File: src/sv/cmbe_pkg.sv
// cmbe_pkg: shared types and constants for the combination enumerator
// used by cmbe_cell and combination_enumerator; no dependencies

package cmbe_pkg;

  // fixed field widths
  localparam int ELEM_W     = 32;
  localparam int FUNC_W     = 2;
  localparam int LOAD_IDX_W = 6;
  localparam int K_W        = 4;
  localparam int N_W        = 7;
  localparam int POS_W      = 3;
  localparam int CFG_IDX_W  = 1;
  localparam int CFG_DATA_W = 7;

  // item function codes
  typedef enum logic [FUNC_W-1:0] {
    FUNC_LOAD    = 2'd0,
    FUNC_NEXT    = 2'd1,
    FUNC_RESTART = 2'd2
  } func_t;

  // configuration register indexes
  typedef enum logic [CFG_IDX_W-1:0] {
    REG_N_ITEMS  = 1'd0,
    REG_K_SELECT = 1'd1
  } cfg_reg_t;

  // control broadcast from the sequencer to every cell of the chain
  typedef struct packed {
    logic restart;
    logic start;
    logic shift;
  } cell_ctrl_t;

endpackage

File: src/sv/combination_enumerator.sv
// combination_enumerator: top level, sequencer, config registers and cell chain
// depends on cmbe_pkg, cmbe_cell and cmbe_store
//
//   channel   signals                                   handshake
//   item      func, load_index, load_value              item_valid / item_stall
//   result    element, position, last_in_combination,   result_valid / result_stall
//             last_combination, exhausted
//   config    cfg_index, cfg_data                       cfg_write, no wait
//
// a load or restart item completes on acceptance; a next item is accepted and
// then gives k results, one per cycle while result_stall is low, each read from
// the store at the address shifted out of the cell chain; an exhausted next gives one.
// the refill wave moves one cell per cycle and finishes inside the emission.
// synchronous reset: indices zero, finished set, config zero, no result.
// result_stall freezes the output register and the tap shift, the refill wave
// runs on; the next item is taken while the last result of a combination
// still waits.

module combination_enumerator #(
  parameter int MAX_ELEMENTS = 64,
  parameter int MAX_K        = 8,
  parameter int VALUE_WIDTH  = 32
) (
  input  logic                                  clk,
  input  logic                                  rst,
  input  logic                                  cfg_write,
  input  logic [cmbe_pkg::CFG_IDX_W-1:0]        cfg_index,
  input  logic [cmbe_pkg::CFG_DATA_W-1:0]       cfg_data,
  input  logic                                  item_valid,
  output logic                                  item_stall,
  input  logic [cmbe_pkg::FUNC_W-1:0]           func,
  input  logic [cmbe_pkg::LOAD_IDX_W-1:0]       load_index,
  input  logic signed [cmbe_pkg::ELEM_W-1:0]    load_value,
  output logic                                  result_valid,
  input  logic                                  result_stall,
  output logic signed [cmbe_pkg::ELEM_W-1:0]    element,
  output logic [cmbe_pkg::POS_W-1:0]            position,
  output logic                                  last_in_combination,
  output logic                                  last_combination,
  output logic                                  exhausted
);

  localparam int IDX_W = $clog2(MAX_ELEMENTS > MAX_K ? MAX_ELEMENTS : MAX_K);
  localparam int NW    = $clog2(MAX_ELEMENTS + 1);
  localparam int CW    = IDX_W + 5;
  localparam int AW    = $clog2(MAX_ELEMENTS);

  typedef enum logic {ST_IDLE, ST_EMIT} state_t;

  state_t                       state;
  logic [cmbe_pkg::N_W-1:0]     n_items;
  logic [cmbe_pkg::K_W-1:0]     k_select;
  logic [cmbe_pkg::K_W-1:0]     cnt;
  logic                         exh_mode;
  logic                         last_comb_r;
  logic                         finished;
  logic                         zero_r;

  cmbe_pkg::func_t              fn;
  cmbe_pkg::cell_ctrl_t         cell_ctrl;
  logic                         accept;
  logic                         next_ok;
  logic                         out_en;
  logic                         issue;
  logic                         load_we;
  logic                         oob;
  logic                         more;
  logic [NW-1:0]                n_eff;
  logic [VALUE_WIDTH-1:0]       wdata;
  logic [VALUE_WIDTH-1:0]       rdata;

  logic [IDX_W-1:0]             idx_vec      [MAX_K];
  logic [IDX_W-1:0]             tap_vec      [MAX_K];
  logic [IDX_W-1:0]             idx_left_vec [MAX_K];
  logic [IDX_W-1:0]             tap_in_vec   [MAX_K];
  logic [MAX_K-1:0]             below_vec;
  logic [MAX_K-1:0]             carry_vec;
  logic [MAX_K-1:0]             carry_in_vec;
  logic [MAX_K-1:0]             pivot_vec;
  logic [MAX_K-1:0]             below_rev;
  logic [MAX_K-1:0]             iso_rev;

  // handshake and decode
  assign fn         = cmbe_pkg::func_t'(func);
  assign item_stall = (state != ST_IDLE);
  assign accept     = item_valid && !item_stall;
  assign out_en     = !result_valid || !result_stall;
  assign issue      = (state == ST_EMIT) && out_en;

  // element count clamped to the store size
  assign n_eff = (32'(n_items) > MAX_ELEMENTS) ? NW'(MAX_ELEMENTS) : NW'(n_items);

  // a combination is available
  assign next_ok = !finished && (k_select != '0) && (32'(k_select) <= MAX_K) &&
                   (n_eff != '0) && (32'(n_eff) >= 32'(k_select));

  // cell control
  assign cell_ctrl.restart = accept && (fn == cmbe_pkg::FUNC_RESTART);
  assign cell_ctrl.start   = accept && (fn == cmbe_pkg::FUNC_NEXT) && next_ok;
  assign cell_ctrl.shift   = issue && !exh_mode;

  // rightmost index below its ceiling: isolate the highest set flag
  assign more = |below_vec;
  always_comb begin
    for (int i = 0; i < MAX_K; i++) begin
      below_rev[i] = below_vec[MAX_K-1-i];
    end
    iso_rev = below_rev & (~below_rev + MAX_K'(1));
    for (int i = 0; i < MAX_K; i++) begin
      pivot_vec[i] = iso_rev[MAX_K-1-i];
    end
  end

  // cell chain
  for (genvar g = 0; g < MAX_K; g++) begin : g_cell
    if (g == 0) begin : g_first
      assign idx_left_vec[g] = '0;
      assign carry_in_vec[g] = 1'b0;
    end else begin : g_inner
      assign idx_left_vec[g] = idx_vec[g-1];
      assign carry_in_vec[g] = carry_vec[g-1];
    end
    if (g == MAX_K - 1) begin : g_last
      assign tap_in_vec[g] = '0;
    end else begin : g_mid
      assign tap_in_vec[g] = tap_vec[g+1];
    end

    cmbe_cell #(
      .POS   (g),
      .IDX_W (IDX_W),
      .NW    (NW),
      .CW    (CW)
    ) u_cell (
      .clk      (clk),
      .rst      (rst),
      .ctrl     (cell_ctrl),
      .n_eff    (n_eff),
      .k_sel    (k_select),
      .pivot    (pivot_vec[g]),
      .carry_in (carry_in_vec[g]),
      .idx_left (idx_left_vec[g]),
      .tap_in   (tap_in_vec[g]),
      .below    (below_vec[g]),
      .carry    (carry_vec[g]),
      .idx      (idx_vec[g]),
      .tap      (tap_vec[g])
    );
  end

  // element store
  assign load_we = accept && (fn == cmbe_pkg::FUNC_LOAD) && (32'(load_index) < MAX_ELEMENTS);
  assign wdata   = VALUE_WIDTH'(unsigned'(load_value));
  assign oob     = 32'(tap_vec[0]) >= MAX_ELEMENTS;

  cmbe_store #(
    .DEPTH (MAX_ELEMENTS),
    .AW    (AW),
    .DW    (VALUE_WIDTH)
  ) u_store (
    .clk   (clk),
    .we    (load_we),
    .waddr (AW'(load_index)),
    .wdata (wdata),
    .re    (issue),
    .raddr (tap_vec[0][AW-1:0]),
    .rdata (rdata)
  );

  // element comes from the store read register, forced to zero for an exhausted or out-of-range result
  assign element = zero_r ? '0 : signed'(cmbe_pkg::ELEM_W'(rdata));

  // sequencer, config registers and result register
  always_ff @(posedge clk) begin
    if (rst) begin
      state        <= ST_IDLE;
      result_valid <= 1'b0;
      finished     <= 1'b1;
      n_items      <= '0;
      k_select     <= '0;
      cnt          <= '0;
      exh_mode     <= 1'b0;
      last_comb_r  <= 1'b0;
    end else begin
      if (cfg_write) begin
        unique case (cmbe_pkg::cfg_reg_t'(cfg_index))
          cmbe_pkg::REG_N_ITEMS:  n_items  <= cfg_data;
          cmbe_pkg::REG_K_SELECT: k_select <= cfg_data[cmbe_pkg::K_W-1:0];
          default: ;
        endcase
      end
      if (cell_ctrl.restart) begin
        finished <= 1'b0;
      end
      // output register loads a new result or empties once taken
      if (out_en) begin
        result_valid <= (state == ST_EMIT);
      end
      unique case (state)
        ST_IDLE: begin
          if (accept && (fn == cmbe_pkg::FUNC_NEXT)) begin
            state       <= ST_EMIT;
            cnt         <= '0;
            exh_mode    <= !next_ok;
            last_comb_r <= !more;
            if (next_ok && !more) begin
              finished <= 1'b1;
            end
          end
        end
        ST_EMIT: begin
          if (out_en) begin
            position            <= cnt[cmbe_pkg::POS_W-1:0];
            exhausted           <= exh_mode;
            last_in_combination <= !exh_mode && ((cnt + cmbe_pkg::K_W'(1)) == k_select);
            last_combination    <= !exh_mode && last_comb_r;
            zero_r              <= exh_mode || oob;
            cnt                 <= cnt + cmbe_pkg::K_W'(1);
            if (exh_mode || ((cnt + cmbe_pkg::K_W'(1)) == k_select)) begin
              state <= ST_IDLE;
            end
          end
        end
        default: state <= ST_IDLE;
      endcase
    end
  end

  // refill wave never outlives the emission of its combination
  a_carry_busy: assert property (@(posedge clk) disable iff (rst)
    (carry_vec != '0) |-> (state == ST_EMIT))
    else $error("refill wave active while sequencer idle");

  // at most one pivot cell
  a_pivot_onehot: assert property (@(posedge clk) disable iff (rst)
    $onehot0(pivot_vec))
    else $error("more than one pivot cell");

  // emission count stays below k
  a_cnt_range: assert property (@(posedge clk) disable iff (rst)
    (state == ST_EMIT) && !exh_mode |-> (cnt < k_select))
    else $error("emission count beyond k");

  // exhausted result carries no element
  a_exh_zero: assert property (@(posedge clk) disable iff (rst)
    result_valid && exhausted |-> (element == '0) && !last_in_combination && !last_combination)
    else $error("exhausted result with payload");

  // last combination leaves the enumeration finished
  a_finish: assert property (@(posedge clk) disable iff (rst)
    issue && !exh_mode && last_comb_r |-> finished)
    else $error("last combination emitted without finished set");

endmodule

File: src/sv/cmbe_cell.sv
// cmbe_cell: one index cell of the chain, holds one chosen index and a tap copy
// depends on cmbe_pkg

module cmbe_cell #(
  parameter int POS   = 0,
  parameter int IDX_W = 6,
  parameter int NW    = 7,
  parameter int CW    = 11
) (
  input  logic                       clk,
  input  logic                       rst,
  input  cmbe_pkg::cell_ctrl_t       ctrl,
  input  logic [NW-1:0]              n_eff,
  input  logic [cmbe_pkg::K_W-1:0]   k_sel,
  input  logic                       pivot,
  input  logic                       carry_in,
  input  logic [IDX_W-1:0]           idx_left,
  input  logic [IDX_W-1:0]           tap_in,
  output logic                       below,
  output logic                       carry,
  output logic [IDX_W-1:0]           idx,
  output logic [IDX_W-1:0]           tap
);

  logic active;

  // cell takes part in the combination when its position is below k
  assign active = 32'(k_sel) > POS;

  // index still below its ceiling n - k + pos, written without subtraction
  assign below = active && ((CW'(idx) + CW'(k_sel)) < (CW'(n_eff) + CW'(POS)));

  // index update: restart, refill wave from the left, or pivot increment
  always_ff @(posedge clk) begin
    if (rst) begin
      idx   <= '0;
      carry <= 1'b0;
    end else if (ctrl.restart) begin
      idx   <= IDX_W'(POS);
      carry <= 1'b0;
    end else if (carry_in && active) begin
      idx   <= idx_left + IDX_W'(1);
      carry <= 1'b1;
    end else if (ctrl.start && pivot) begin
      idx   <= idx + IDX_W'(1);
      carry <= 1'b1;
    end else begin
      carry <= 1'b0;
    end
  end

  // tap copy loads the index on start and shifts toward cell 0 to address the store
  always_ff @(posedge clk) begin
    if (ctrl.start) begin
      tap <= idx;
    end else if (ctrl.shift) begin
      tap <= tap_in;
    end
  end

endmodule

File: src/sv/cmbe_store.sv
// cmbe_store: element store, one write port and one registered read port
// depends on cmbe_pkg only through the instantiating module

module cmbe_store #(
  parameter int DEPTH = 64,
  parameter int AW    = 6,
  parameter int DW    = 32
) (
  input  logic          clk,
  input  logic          we,
  input  logic [AW-1:0] waddr,
  input  logic [DW-1:0] wdata,
  input  logic          re,
  input  logic [AW-1:0] raddr,
  output logic [DW-1:0] rdata
);

  logic [DW-1:0] mem [DEPTH];

  // write port
  always_ff @(posedge clk) begin
    if (we) begin
      mem[waddr] <= wdata;
    end
  end

  // read port, data held while not enabled
  always_ff @(posedge clk) begin
    if (re) begin
      rdata <= mem[raddr];
    end
  end

endmodule
File: config.mk
export PLATFORM = sky130hd
export DESIGN_NAME = combination_enumerator
export DESIGN_NICKNAME = d
export VERILOG_FILES = /design/src/sv/cmbe_pkg.sv /design/src/sv/combination_enumerator.sv /design/src/sv/cmbe_cell.sv /design/src/sv/cmbe_store.sv
export SDC_FILE = /design/constraint.sdc
export NUM_CORES = 2
export LEC_CHECK = 0
export BUFFER_PORTS_ARGS = -buffer_cell sky130_fd_sc_hd__buf_2
export CAP_MARGIN = 20
export CORE_MARGIN = 2
export CORE_UTILIZATION = 45
export CTS_BUF_LIST = sky130_fd_sc_hd__clkbuf_8
export DETAILED_ROUTE_END_ITERATION = 12
export GPL_TIMING_DRIVEN = 0
export PLACE_DENSITY = 0.64
export SLEW_MARGIN = 20
export SYNTH_ARGS = -nofsm -noshare
export SYNTH_HDL_FRONTEND = slang
export SYNTH_HIERARCHICAL = 1
export SYNTH_SLANG_ARGS = --single-unit
File: constraint.sdc
create_clock -name clk -period 4.45 [get_ports clk]
set_input_delay 0.2225 -clock clk [delete_from_list [all_inputs] [get_ports clk]]
set_output_delay 0.2225 -clock clk [all_outputs]
set_load 0.03 [all_outputs]
==> metrics.txt <==
run status=completed; clock-pin slew on the worst setup and hold paths=~0.06 ns; crit path capture=u_store/rdata[13]; grt total ovfl=0; P_leak=34.4 nW; multi-input logic area=23200 µm²; clk_lat worst skew=1.07 ns; CP required=5.20 ns; Tot Pwr=around 0.041 W; Detailed Place HPWL=173000 µm; Final ANT Viol Nets=0; DR iter-0 viols=~7100; busiest grt layer=met2; slew margin rel.=between 10% and 20%; YS warnings=6; Setup Skew=approximately 0.11 ns; R2R depth=9; first-pass detailed-route iteration total=6; die area=about 200000 µm²; clk sink count=2209; routing usage on met3=5.86%; Initial Utilization=45.3%; VDD IR max=0.346 mV; via count=50044; Core Box Area=197000 µm²; Clock H-tree levels=5; MaxCap Viol Count=0; terminus of the critical flop-to-flop path=u_store/rdata[13]; IO Port Bufs=87; RSZ-0062 raised after global routing=false; worst-path maximum fanout=10; achievable frequency=225 MHz; hold depth=3; vias in the first global route=49196; final worst path period need=4.44 ns; vias per cell=6.18; area grow syn2layout=17.2%; Tcrit/Tclk final=between 90% and 100%; fin area=105000 µm²; num ports=93; Syn Std Cell Area=roughly 90000 µm²; initial antenna violation count=20; Worst Max-Slew Pin Slew=1.23 ns; critical path endpoint category=register; Crit Path Class=register to register; Fillers=about 15000; gr usage total=26.3%; worst flop-to-flop path startpoint=g_cell[0].u_cell/tap[1]; Total Wirelength=268000 µm; CTS tree=built; Critical path origin=g_cell[0].u_cell/tap[1]; share of cells above drive strength 1=between 20 and 30%; GRT met1 Usage=35.6%; Reg2Reg Setup Slack=0.01 ns; pwr/cell area=397 nW/µm²; setup_tns=0 ns; final hold violations=0; Final GP Congestion=roughly 0.85; die span in y=449 µm; Slew Viols, Final=0; TritonCTS Buffers=374; Root Driver=clkbuf_8; HP Class=input port to register; routed len/inst=33.1 µm; placed cell areas=roughly 97000 µm²; post-layout worst setup margin=between 0.01 and 0.015 ns; DP Worst Slack=-0.894 ns; Remaining DRCs=0; clock buffer depth=4; Final Setup Violations=0; Syn Inst Count=4451; met2 Track Usage GR=40.6%; die width=449 µm; Final Util=53.1%; fin nets=about 5300; crit start category=register; Critical Path AT=5.19 ns; Rows=between 150 and 200; largest net degree at the start of global routing=65; Sequential cell area=65600 µm²; Mapped Avg Cell Area=20.1 µm²; first-pass GRT wire length=371000 µm
through the flow:
stage | hold WS, ns | std cells
6_report | 0.133 | 8102
5_1_grt | 0.106 | 8098
4_1_cts | 0.0125 | 8074
3_5_place_dp | 0.465 | 7340
3_3_place_gp | 0.459 | 7201
2_1_floorplan | 0.292 | 4474
report_power, final:
group / internal [W] / switching, W
sequential: 0.0229 / 0.0000628
combinational: 0.000656 / 0.00131
clock: 0.00858 / 0.00801
total: 0.0321 / 0.00938
state kept, by name, summed over array words and instances, names as in the netlist:
register / count
g_cell.u_cell/carry: 7
last_combination: 1
g_cell.u_cell/tap: 48
u_store/mem: 2048
result_valid: 1
last_in_combination: 1
item_stall: 1
exh_mode: 1
n_items: 7
last_comb_r: 1
position: 3
g_cell.u_cell/idx: 48
zero_r: 1
finished: 1
u_store/rdata: 32
k_select: 4
cnt: 4
critical path, cell delays in order (launching register included):
cell,delay [ns]
edfxtp_1,0.31
buf_2,0.35
buf_2,0.43
buf_2,0.36
buf_1,0.90
mux4_2,0.43
mux2i_1,0.39
a21oi_1,0.39
a21oi_1,0.43
nor2_1,0.14
cells in the final DEF, fill, tap and decap left out, drive strengths merged, types with 11 or more instances in the layout:
cell / n
nand2: 119
o22ai: 86
dfxtp: 75
dlygate4sd3: 76
or3: 12
buf: 373
o221ai: 28
mux2: 58
a211oi: 28
and3: 22
nor3: 31
inv: 156
a22oi: 13
xor2: 63
clkinv: 139
xnor2: 54
mux4: 544
ha: 100
nor2: 193
mux2i: 101
nand3: 70
or2: 18
nor2b: 65
o21ai: 49
a21o: 28
edfxtp: 2134
nand4: 22
clkbuf: 472
conb: 24
a21oi: 125
a31oi: 11
nand2b: 19
and2: 11
metal layers:
layer  wire [µm]  vias up
met5          13        -
met4       13400        2
met3       30800      547
met2      124000     3159
met1       99900    26371
li1            -    19965
how the worst min path moves through the flow:
stage                       start                 endpoint  slack (ns)
floorplan                     rst  g_cell[1].u_cell/idx[0]        0.29
global placement       n_items[3]               n_items[3]        0.46
detailed placement     n_items[0]               n_items[0]        0.46
global route        load_index[5]      u_store/mem[55][18]        0.11
CTS                 load_index[4]      u_store/mem[55][18]        0.01
finish              load_index[4]      u_store/mem[55][17]        0.13
timing repair:
item | in CTS | in global routing
setup endpoints to repair | 51 | 23
resized for setup | 12 | 17
hold endpoints to repair | 2128 | 0
hold buffers | 76 | 0
cloned | 1 | 2
setup buffers | 7 | 14
pin swaps | 0 | 3
area by class of cell:
| class | instances | share of cell area (%) |
|---|---|---|
| antenna | 9 | 0.0215 |
| buffer | 208 | 1.03 |
| clock buffer | 387 | 5.09 |
| clock inverter | 263 | 1.27 |
| inverter | 51 | 0.189 |
| multi-input combinational | 2008 | 22.2 |
| sequential | 2209 | 62.7 |
| tap | 2640 | 3.16 |
| timing repair buffer | 326 | 4.37 |
| timing repair inverter | 1 | 0.00478 |
Power figures use the tool's default switching activity.
